**src/hdl/hpoc_pkg.sv**
```systemverilog
package hpoc_pkg;

    localparam int VALUE_W = 16;
    localparam int COUNT_W = 6;
    localparam int OP_W    = 2;
    localparam int KIND_W  = 2;

    typedef enum logic [OP_W-1:0] {
        OP_START = 2'd0,
        OP_ORB   = 2'd1,
        OP_END   = 2'd2,
        OP_NONE  = 2'd3
    } op_t;

    typedef enum logic [KIND_W-1:0] {
        KIND_HEADER = 2'd0,
        KIND_HOLE   = 2'd1,
        KIND_PART   = 2'd2,
        KIND_OCC    = 2'd3
    } kind_t;

    typedef enum logic [1:0] {
        SEL_HEADER = 2'd0,
        SEL_LEVEL  = 2'd1,
        SEL_PART   = 2'd2
    } emit_sel_t;

    typedef enum logic [4:0] {
        S_IDLE   = 5'b00001,
        S_EVAL   = 5'b00010,
        S_HEADER = 5'b00100,
        S_LEVELS = 5'b01000,
        S_PART   = 5'b10000
    } state_t;

    typedef struct packed {
        logic      load;
        logic      start;
        logic      emit;
        emit_sel_t sel;
        logic      last;
        logic      step;
        logic      jump;
    } cmd_t;

    typedef struct packed {
        op_t  op;
        logic dec;
        logic out_free;
        logic loop_go;
        logic loop_more;
        logic particle;
    } status_t;

endpackage

```
**src/hdl/hpoc_ctrl.sv**
```systemverilog
module hpoc_ctrl
(
    input  logic              clk,
    input  logic              rst_n,
    input  logic              s_tvalid,
    output logic              s_tready,
    input  hpoc_pkg::status_t status,
    output hpoc_pkg::cmd_t    cmd
);

    hpoc_pkg::state_t state_reg;
    hpoc_pkg::state_t state_next;
    logic             more_part;

    always_ff @(posedge clk or negedge rst_n)
    begin
        if (!rst_n)
        begin
            state_reg <= hpoc_pkg::S_IDLE;
        end
        else
        begin
            state_reg <= state_next;
        end
    end

    assign more_part = (status.op == hpoc_pkg::OP_ORB) && status.particle;

    always_comb
    begin
        state_next = state_reg;
        s_tready   = 1'b0;
        cmd        = '0;
        cmd.sel    = hpoc_pkg::SEL_HEADER;
        unique case (state_reg)
            hpoc_pkg::S_IDLE:
            begin
                s_tready = 1'b1;
                if (s_tvalid)
                begin
                    cmd.load   = 1'b1;
                    state_next = hpoc_pkg::S_EVAL;
                end
            end
            hpoc_pkg::S_EVAL:
            begin
                unique case (status.op)
                    hpoc_pkg::OP_START:
                    begin
                        cmd.start  = 1'b1;
                        state_next = status.dec ? hpoc_pkg::S_IDLE : hpoc_pkg::S_HEADER;
                    end
                    hpoc_pkg::OP_ORB:
                    begin
                        if (status.loop_go)
                        begin
                            state_next = hpoc_pkg::S_LEVELS;
                        end
                        else if (status.particle)
                        begin
                            state_next = hpoc_pkg::S_PART;
                        end
                        else
                        begin
                            cmd.jump   = 1'b1;
                            state_next = hpoc_pkg::S_IDLE;
                        end
                    end
                    hpoc_pkg::OP_END:
                    begin
                        state_next = (status.dec && status.loop_go) ?
                                     hpoc_pkg::S_LEVELS : hpoc_pkg::S_IDLE;
                    end
                    default:
                    begin
                        state_next = hpoc_pkg::S_IDLE;
                    end
                endcase
            end
            hpoc_pkg::S_HEADER:
            begin
                if (status.out_free)
                begin
                    cmd.emit   = 1'b1;
                    cmd.sel    = hpoc_pkg::SEL_HEADER;
                    cmd.last   = 1'b1;
                    state_next = hpoc_pkg::S_IDLE;
                end
            end
            hpoc_pkg::S_LEVELS:
            begin
                if (status.out_free)
                begin
                    cmd.emit = 1'b1;
                    cmd.sel  = hpoc_pkg::SEL_LEVEL;
                    cmd.step = 1'b1;
                    cmd.last = !status.loop_more && !more_part;
                    if (status.loop_more)
                    begin
                        state_next = hpoc_pkg::S_LEVELS;
                    end
                    else if (more_part)
                    begin
                        state_next = hpoc_pkg::S_PART;
                    end
                    else
                    begin
                        cmd.jump   = (status.op == hpoc_pkg::OP_ORB);
                        state_next = hpoc_pkg::S_IDLE;
                    end
                end
            end
            hpoc_pkg::S_PART:
            begin
                if (status.out_free)
                begin
                    cmd.emit   = 1'b1;
                    cmd.sel    = hpoc_pkg::SEL_PART;
                    cmd.last   = 1'b1;
                    cmd.jump   = 1'b1;
                    state_next = hpoc_pkg::S_IDLE;
                end
            end
            default:
            begin
                state_next = hpoc_pkg::S_IDLE;
            end
        endcase
    end

endmodule

```
**src/hdl/hpoc_dp.sv**
```systemverilog
module hpoc_dp
#(
    parameter int MAX_ELECTRONS = 32,
    parameter int ORBITAL_BITS  = 16
)
(
    input  logic                         clk,
    input  logic                         rst_n,
    input  logic                         cfg_we,
    input  logic                         cfg_wdata,
    input  logic [hpoc_pkg::VALUE_W-1:0] s_tdata,
    input  logic [hpoc_pkg::OP_W-1:0]    s_tuser,
    output logic                         m_tvalid,
    input  logic                         m_tready,
    output logic [hpoc_pkg::VALUE_W-1:0] m_tdata,
    output logic [hpoc_pkg::KIND_W-1:0]  m_tuser,
    output logic                         m_tlast,
    input  hpoc_pkg::cmd_t               cmd,
    output hpoc_pkg::status_t            status
);

    localparam int VW = hpoc_pkg::VALUE_W;
    localparam int CW = hpoc_pkg::COUNT_W;

    logic                      dir_reg;
    hpoc_pkg::op_t             op_reg;
    logic [VW-1:0]             val_reg;
    logic [VW-1:0]             level_reg;
    logic [CW-1:0]             count_reg;
    logic                      valid_reg;
    logic [VW-1:0]             data_reg;
    hpoc_pkg::kind_t           kind_reg;
    logic                      last_reg;

    logic [VW-1:0]             orb;
    logic [VW-1:0]             count_ext;
    logic [VW-1:0]             level_inc;
    logic [VW:0]               orb_inc;
    logic [VW-1:0]             orb_sat;
    logic [CW-1:0]             count_sat;
    logic [VW-1:0]             emit_data;
    hpoc_pkg::kind_t           emit_kind;

    always_comb
    begin
        for (int i = 0; i < VW; i++)
        begin
            orb[i] = (i < ORBITAL_BITS) ? val_reg[i] : 1'b0;
        end
    end

    assign count_ext = VW'(count_reg);
    assign level_inc = level_reg + VW'(1);
    assign orb_inc   = {1'b0, orb} + (VW+1)'(1);
    assign orb_sat   = orb_inc[VW] ? '1 : orb_inc[VW-1:0];
    assign count_sat = (val_reg > VW'(MAX_ELECTRONS)) ? CW'(MAX_ELECTRONS) : val_reg[CW-1:0];

    assign status.op        = op_reg;
    assign status.dec       = dir_reg;
    assign status.out_free  = !valid_reg || m_tready;
    assign status.particle  = (orb >= count_ext);
    assign status.loop_go   = (level_reg < count_ext) &&
                              ((op_reg == hpoc_pkg::OP_END) || (level_reg < orb));
    assign status.loop_more = (level_inc < count_ext) &&
                              ((op_reg == hpoc_pkg::OP_END) || (level_inc < orb));

    always_comb
    begin
        case (cmd.sel)
            hpoc_pkg::SEL_HEADER:
            begin
                emit_data = count_ext;
                emit_kind = hpoc_pkg::KIND_HEADER;
            end
            hpoc_pkg::SEL_LEVEL:
            begin
                emit_data = level_reg;
                emit_kind = dir_reg ? hpoc_pkg::KIND_OCC : hpoc_pkg::KIND_HOLE;
            end
            hpoc_pkg::SEL_PART:
            begin
                emit_data = orb;
                emit_kind = dir_reg ? hpoc_pkg::KIND_OCC : hpoc_pkg::KIND_PART;
            end
            default:
            begin
                emit_data = orb;
                emit_kind = hpoc_pkg::KIND_HEADER;
            end
        endcase
    end

    always_ff @(posedge clk or negedge rst_n)
    begin
        if (!rst_n)
        begin
            dir_reg   <= 1'b0;
            op_reg    <= hpoc_pkg::OP_NONE;
            level_reg <= '0;
            count_reg <= '0;
            valid_reg <= 1'b0;
        end
        else
        begin
            if (cfg_we)
            begin
                dir_reg <= cfg_wdata;
            end
            if (cmd.load)
            begin
                op_reg <= hpoc_pkg::op_t'(s_tuser);
            end
            if (cmd.start)
            begin
                count_reg <= count_sat;
                level_reg <= '0;
            end
            else if (cmd.jump)
            begin
                level_reg <= orb_sat;
            end
            else if (cmd.step)
            begin
                level_reg <= level_inc;
            end
            if (cmd.emit)
            begin
                valid_reg <= 1'b1;
            end
            else if (m_tready)
            begin
                valid_reg <= 1'b0;
            end
        end
    end

    always_ff @(posedge clk)
    begin
        if (cmd.load)
        begin
            val_reg <= s_tdata;
        end
        if (cmd.emit)
        begin
            data_reg <= emit_data;
            kind_reg <= emit_kind;
            last_reg <= cmd.last;
        end
    end

    assign m_tvalid = valid_reg;
    assign m_tdata  = data_reg;
    assign m_tuser  = kind_reg;
    assign m_tlast  = last_reg;

endmodule

```
**src/hdl/hole_particle_occupancy_codec_top.sv**
```systemverilog
// Hole/particle occupancy codec.
// Input stream: s_tuser carries the operation (start, orbital/code word, end),
// s_tdata the electron count or orbital index. Output stream: m_tdata carries
// the emitted index, m_tuser its kind (header, hole, particle, occupied), and
// m_tlast marks the last result of each input request.
// cfg_we/cfg_wdata set the direction (0 encode, 1 decode); write only while idle.
// Timing: a request is taken while the controller is idle and decoded in the
// cycle after; then each result leaves the output register at one per cycle
// while m_tready stays high. s_tready is high only while the controller waits
// for a request.
// Reset clears direction, electron count and next level, and empties the
// output register. When the receiver holds m_tready low, the finished result
// stays in the output register and the controller waits before the next emit;
// a request already taken is held until its last result is in the register.
module hole_particle_occupancy_codec_top
#(
    parameter int MAX_ELECTRONS = 32,
    parameter int ORBITAL_BITS  = 16
)
(
    input  logic                         clk,
    input  logic                         rst_n,
    input  logic                         cfg_we,
    input  logic                         cfg_wdata,
    input  logic                         s_tvalid,
    output logic                         s_tready,
    input  logic [hpoc_pkg::VALUE_W-1:0] s_tdata,   // [15:0] value
    input  logic [hpoc_pkg::OP_W-1:0]    s_tuser,   // [1:0] operation
    output logic                         m_tvalid,
    input  logic                         m_tready,
    output logic [hpoc_pkg::VALUE_W-1:0] m_tdata,   // [15:0] value_res
    output logic [hpoc_pkg::KIND_W-1:0]  m_tuser,   // [1:0] kind
    output logic                         m_tlast
);

    hpoc_pkg::cmd_t    cmd;
    hpoc_pkg::status_t status;

    hpoc_ctrl u_ctrl
    (
        .clk      (clk),
        .rst_n    (rst_n),
        .s_tvalid (s_tvalid),
        .s_tready (s_tready),
        .status   (status),
        .cmd      (cmd)
    );

    hpoc_dp
    #(
        .MAX_ELECTRONS (MAX_ELECTRONS),
        .ORBITAL_BITS  (ORBITAL_BITS)
    )
    u_dp
    (
        .clk       (clk),
        .rst_n     (rst_n),
        .cfg_we    (cfg_we),
        .cfg_wdata (cfg_wdata),
        .s_tdata   (s_tdata),
        .s_tuser   (s_tuser),
        .m_tvalid  (m_tvalid),
        .m_tready  (m_tready),
        .m_tdata   (m_tdata),
        .m_tuser   (m_tuser),
        .m_tlast   (m_tlast),
        .cmd       (cmd),
        .status    (status)
    );

endmodule

```
**config.mk**
```make
export PLATFORM = sky130hd
export DESIGN_NAME = hole_particle_occupancy_codec_top
export DESIGN_NICKNAME = d
export VERILOG_FILES = /design/src/hdl/hpoc_pkg.sv /design/src/hdl/hpoc_ctrl.sv /design/src/hdl/hpoc_dp.sv /design/src/hdl/hole_particle_occupancy_codec_top.sv
export SDC_FILE = /design/constraint.sdc
export NUM_CORES = 1
export LEC_CHECK = 0
export ABC_AREA = 1
export BUFFER_PORTS_ARGS = -buffer_cell sky130_fd_sc_hd__buf_4
export CORE_MARGIN = 4
export CORE_UTILIZATION = 32
export CTS_CLUSTER_DIAMETER = 30
export DETAILED_ROUTE_END_ITERATION = 10
export REMOVE_ABC_BUFFERS = 1
export SLEW_MARGIN = 20
export SYNTH_ARGS = -nofsm -noshare
export SYNTH_HDL_FRONTEND = slang
export SYNTH_SLANG_ARGS = --single-unit
```
**constraint.sdc**
```tcl
create_clock -name clk -period 3.08 [get_ports clk]
set_input_delay 0.462 -clock clk [delete_from_list [all_inputs] [get_ports clk]]
set_output_delay 0.462 -clock clk [all_outputs]
set_load 0.01 [all_outputs]
```
==> out/metrics.cfg <==
[timing]
finalSetupTns_ps = -130
postLayoutSetupSlackWorst_ps = -32.1
max_slew_margin_pct = 58.4
fmax_mhz = 321
fin_crit_ps = 3110
final-hold-violation-count = 0
period_share_pct = 101
rsz0062_at_grt = true
worstMarginPinSlew_ps = 619
skew_ps = 9.51
setup_viol = 6
drv_slew = 0

[global_routing]
grt_pass1_vias = 4543
grt_pass1_wl_um = 23100
antenna_found_initial = 0
grt_usage_pct = 16.7
grt_max_degree = 32
grt_overflow_total = 0

[clocking]
cts_tree = done
cts_buffers = 9
clkLatencyLatePin_ps = 350
cts.root.buffer_cell = clkbuf_16
postCtsHoldBufs = 0
htreeDepth = 3
cts_buffer_depth = 2
clock_sinks = 66
clk_pin_slew_ps = 60

[setup_path]
crit_family = simple AND/OR/NAND/NOR gates
cp_slowest_cell = dfrtp_1
path_buf_inv = 3
required_ps = 3310
end_kind = flip-flop
crit_top_cell = nand2_1
path_cells = ha_2 -> nand2_2 -> nor2_4 -> nand4_4 -> nor2_4 -> xor2_2 -> inv_1 -> ha_1 -> nand4_1 -> nor2_1 -> nand2_1 -> nor2_1 -> nand3_1 -> nand2_1 -> inv_2 -> nand2_1 -> nand2_1 -> nand2_2 -> nand2_4 -> nand3_4 -> clkbuf_16 -> nand2_1 -> nand3_1 -> nand2_1
cp-start-kind = flip-flop
critPathMaxStageDelay_ps = 380
cp.arrival_ps = 3350
crit_fanout = 6
crit_type = flip-flop to flip-flop

[synth]
ys_top_cells_by_area = edfxtp_1 22%, dfrtp_1 14%, ha_1 13%, nand2_1 11%, inv_1 6.7%
syn_area_um2 = 4890
synth_top_cell_by_area = edfxtp_1
ys_dominant_reg_cell = edfxtp_1
synthArstFlopShare_pct = 47.0
synth-seq-cells = 66
synthCells = 622
ys_types = 43
ys_seq_area_share_pct = 37.5
yosys_warnings = 0
avgSynthCellArea_um2 = 7.86
synth_edf_count = 35
synth_top_area_share_pct = 21.5

[layout]
final_cells = 920
stdcell_area_um2 = 6320
syn2layout_area_growth_pct = 29.4
drive_gt1_share_pct = 22.6
final_cell_mix = 133 x nand2_1, 108 x buf_4, 87 x inv_1
final_common_cell = nand2_1
finalNetCount = 805
final_util_pct = 42.9
antennaDiodeCount = 0
fillCellCount = 1517

[floorplanning]
fp.coreArea_um2 = 14800
die_w_um = 132
design.die.area_um2 = 17300
rows = 44
dieHeight_um = 132
initial_core_util_pct = 33.1
num_io_pins = 45

[run_status]
violations = setup timing
status = complete, but fails checks

[power]
powerDensity_nw_per_um2 = 670
fin_total_pwr_mw = 4.24
peakVddDrop_v = 0.000293
power.leakage_nw = 3.02

[placement]
place_inst = 897
dpl_cell_area_um2 = 5860
routabilityCongestion = 0.934
portBuffers = 44
hpwl_um = 11300

[drt]
routed_via_density = 5.10
vias = 4692
drc = 0
drt_iter0_drc = 277
firstDrtPassIters = 5
detail-route-antenna-nets = 0
finalWirelength_um = 14500
wl_per_cell_um = 15.8

[job]
maxCapViolCount = 0

[hold_path]
min-delay-path-class = input pin to async pin

==> power breakdown <==
| part | total [mW] | switching [mW] | internal, mW |
|---|---|---|---|
| Clock | 0.993 | 0.380 | 0.614 |
| Sequential | 1.30 | 0.173 | 1.13 |
| Combinational | 1.94 | 1.11 | 0.828 |
==> synthesized netlist by cell type, types with 2 or more instances <==
cell      number
o22ai_1        8
inv_1         87
buf_2          3
or2_2          2
nor4_2         2
dfstp_2        3
edfxtp_1      35
nor3_1        16
ha_1          50
nand4_1       27
nand2_1      139
nand3_1       49
clkinv_1       2
nand3b_1       2
clkbuf_1       7
buf_4          2
nor2_4         2
dfrtp_1       28
o21a_1         7
nor2_1        41
a21oi_1       39
xor2_1        10
nor4_1         4
a31oi_1        2
o21ai_0       37
==> cell families (layout without fill, tap and decap cells) <==
logic type / after synthesis / after routing / synth area share (%)
and+or+nand+nor: 291 / 292 / 27.9
buffers and inverters: 104 / 217 / 8.37
AOI/OAI and AO/OA: 99 / 99 / 11.1
DFF: 66 / 66 / 37.5
adders and majority gates: 50 / 50 / 12.8
xor gates and xnor gates: 12 / 12 / 2.30
==> final timing paths <==
path | startpoint | end | slack [ps] | cells after the start
min in group clk | s_tdata[4] | u_dp.orb[4] | 290 | 1
max in group asynchronous | rst_n | u_dp.op_reg[0] | 2660 | 1
setup reg to reg | u_dp.level_reg[1] | u_dp.level_reg[7] | -30 | 24
setup / recovery | u_dp.level_reg[1] | u_dp.level_reg[7] | -30 | 24
hold reg to reg | u_dp.count_reg[5] | u_dp.count_reg[5] | 520 | 1
hold / removal | rst_n | u_dp.level_reg[13] | 60 | 1
==> final cells by class <==
| type | count | area [um^2] | share of cell area, % |
|---|---|---|---|
| flip-flops and latches | 66 | 1830 | 28.9 |
| well taps | 184 | 230 | 3.64 |
| repair buffers | 111 | 876 | 13.9 |
| clock buffers | 14 | 275 | 4.35 |
| inverters | 90 | 338 | 5.34 |
| multi-input cells | 453 | 2760 | 43.7 |
| clock inverters | 2 | 10.0 | 0.158 |
==> per-stage QoR <==
stage               setup slack (ps)  hold WS, ps
CTS                             7.03         63.2
floorplan                       64.3          166
global placement                92.7          428
finish                         -32.1         57.7
global route                    -203         94.0
detailed placement              36.9          435
==> per-layer routing <==
metal / share of wire (%) / GRT usage, % / routed length, um
met4: 1.2 / 4.55 / 170
met2: 45 / 25.5 / 6600
met3: 7.1 / 4.32 / 1030
met1: 46 / 23.5 / 6710
met5: 0 / 0 / 0
==> worst reg2reg max path, cell delays in order (launching register included) <==
cell,delay (ps)
dfrtp_1,380
ha_2,200
nand2_2,70
nor2_4,170
nand4_4,120
nor2_4,140
xor2_2,220
inv_1,70
ha_1,290
nand4_1,120
nor2_1,100
nand2_1,50
nor2_1,80
nand3_1,80
nand2_1,80
inv_2,30
nand2_1,50
nand2_1,60
nand2_2,90
nand2_4,70
nand3_4,170
clkbuf_16,200
nand2_1,50
nand3_1,70
nand2_1,50
==> repair_timing <==
item | 4_1_cts | 5_1_grt
buffers inserted | 0 | 5
setup endpoints to repair | 12 | 20
pin swaps | 1 | 11
gates cloned | 0 | 2
resized for setup | 1 | 25
(Power assumes the default switching activity.)
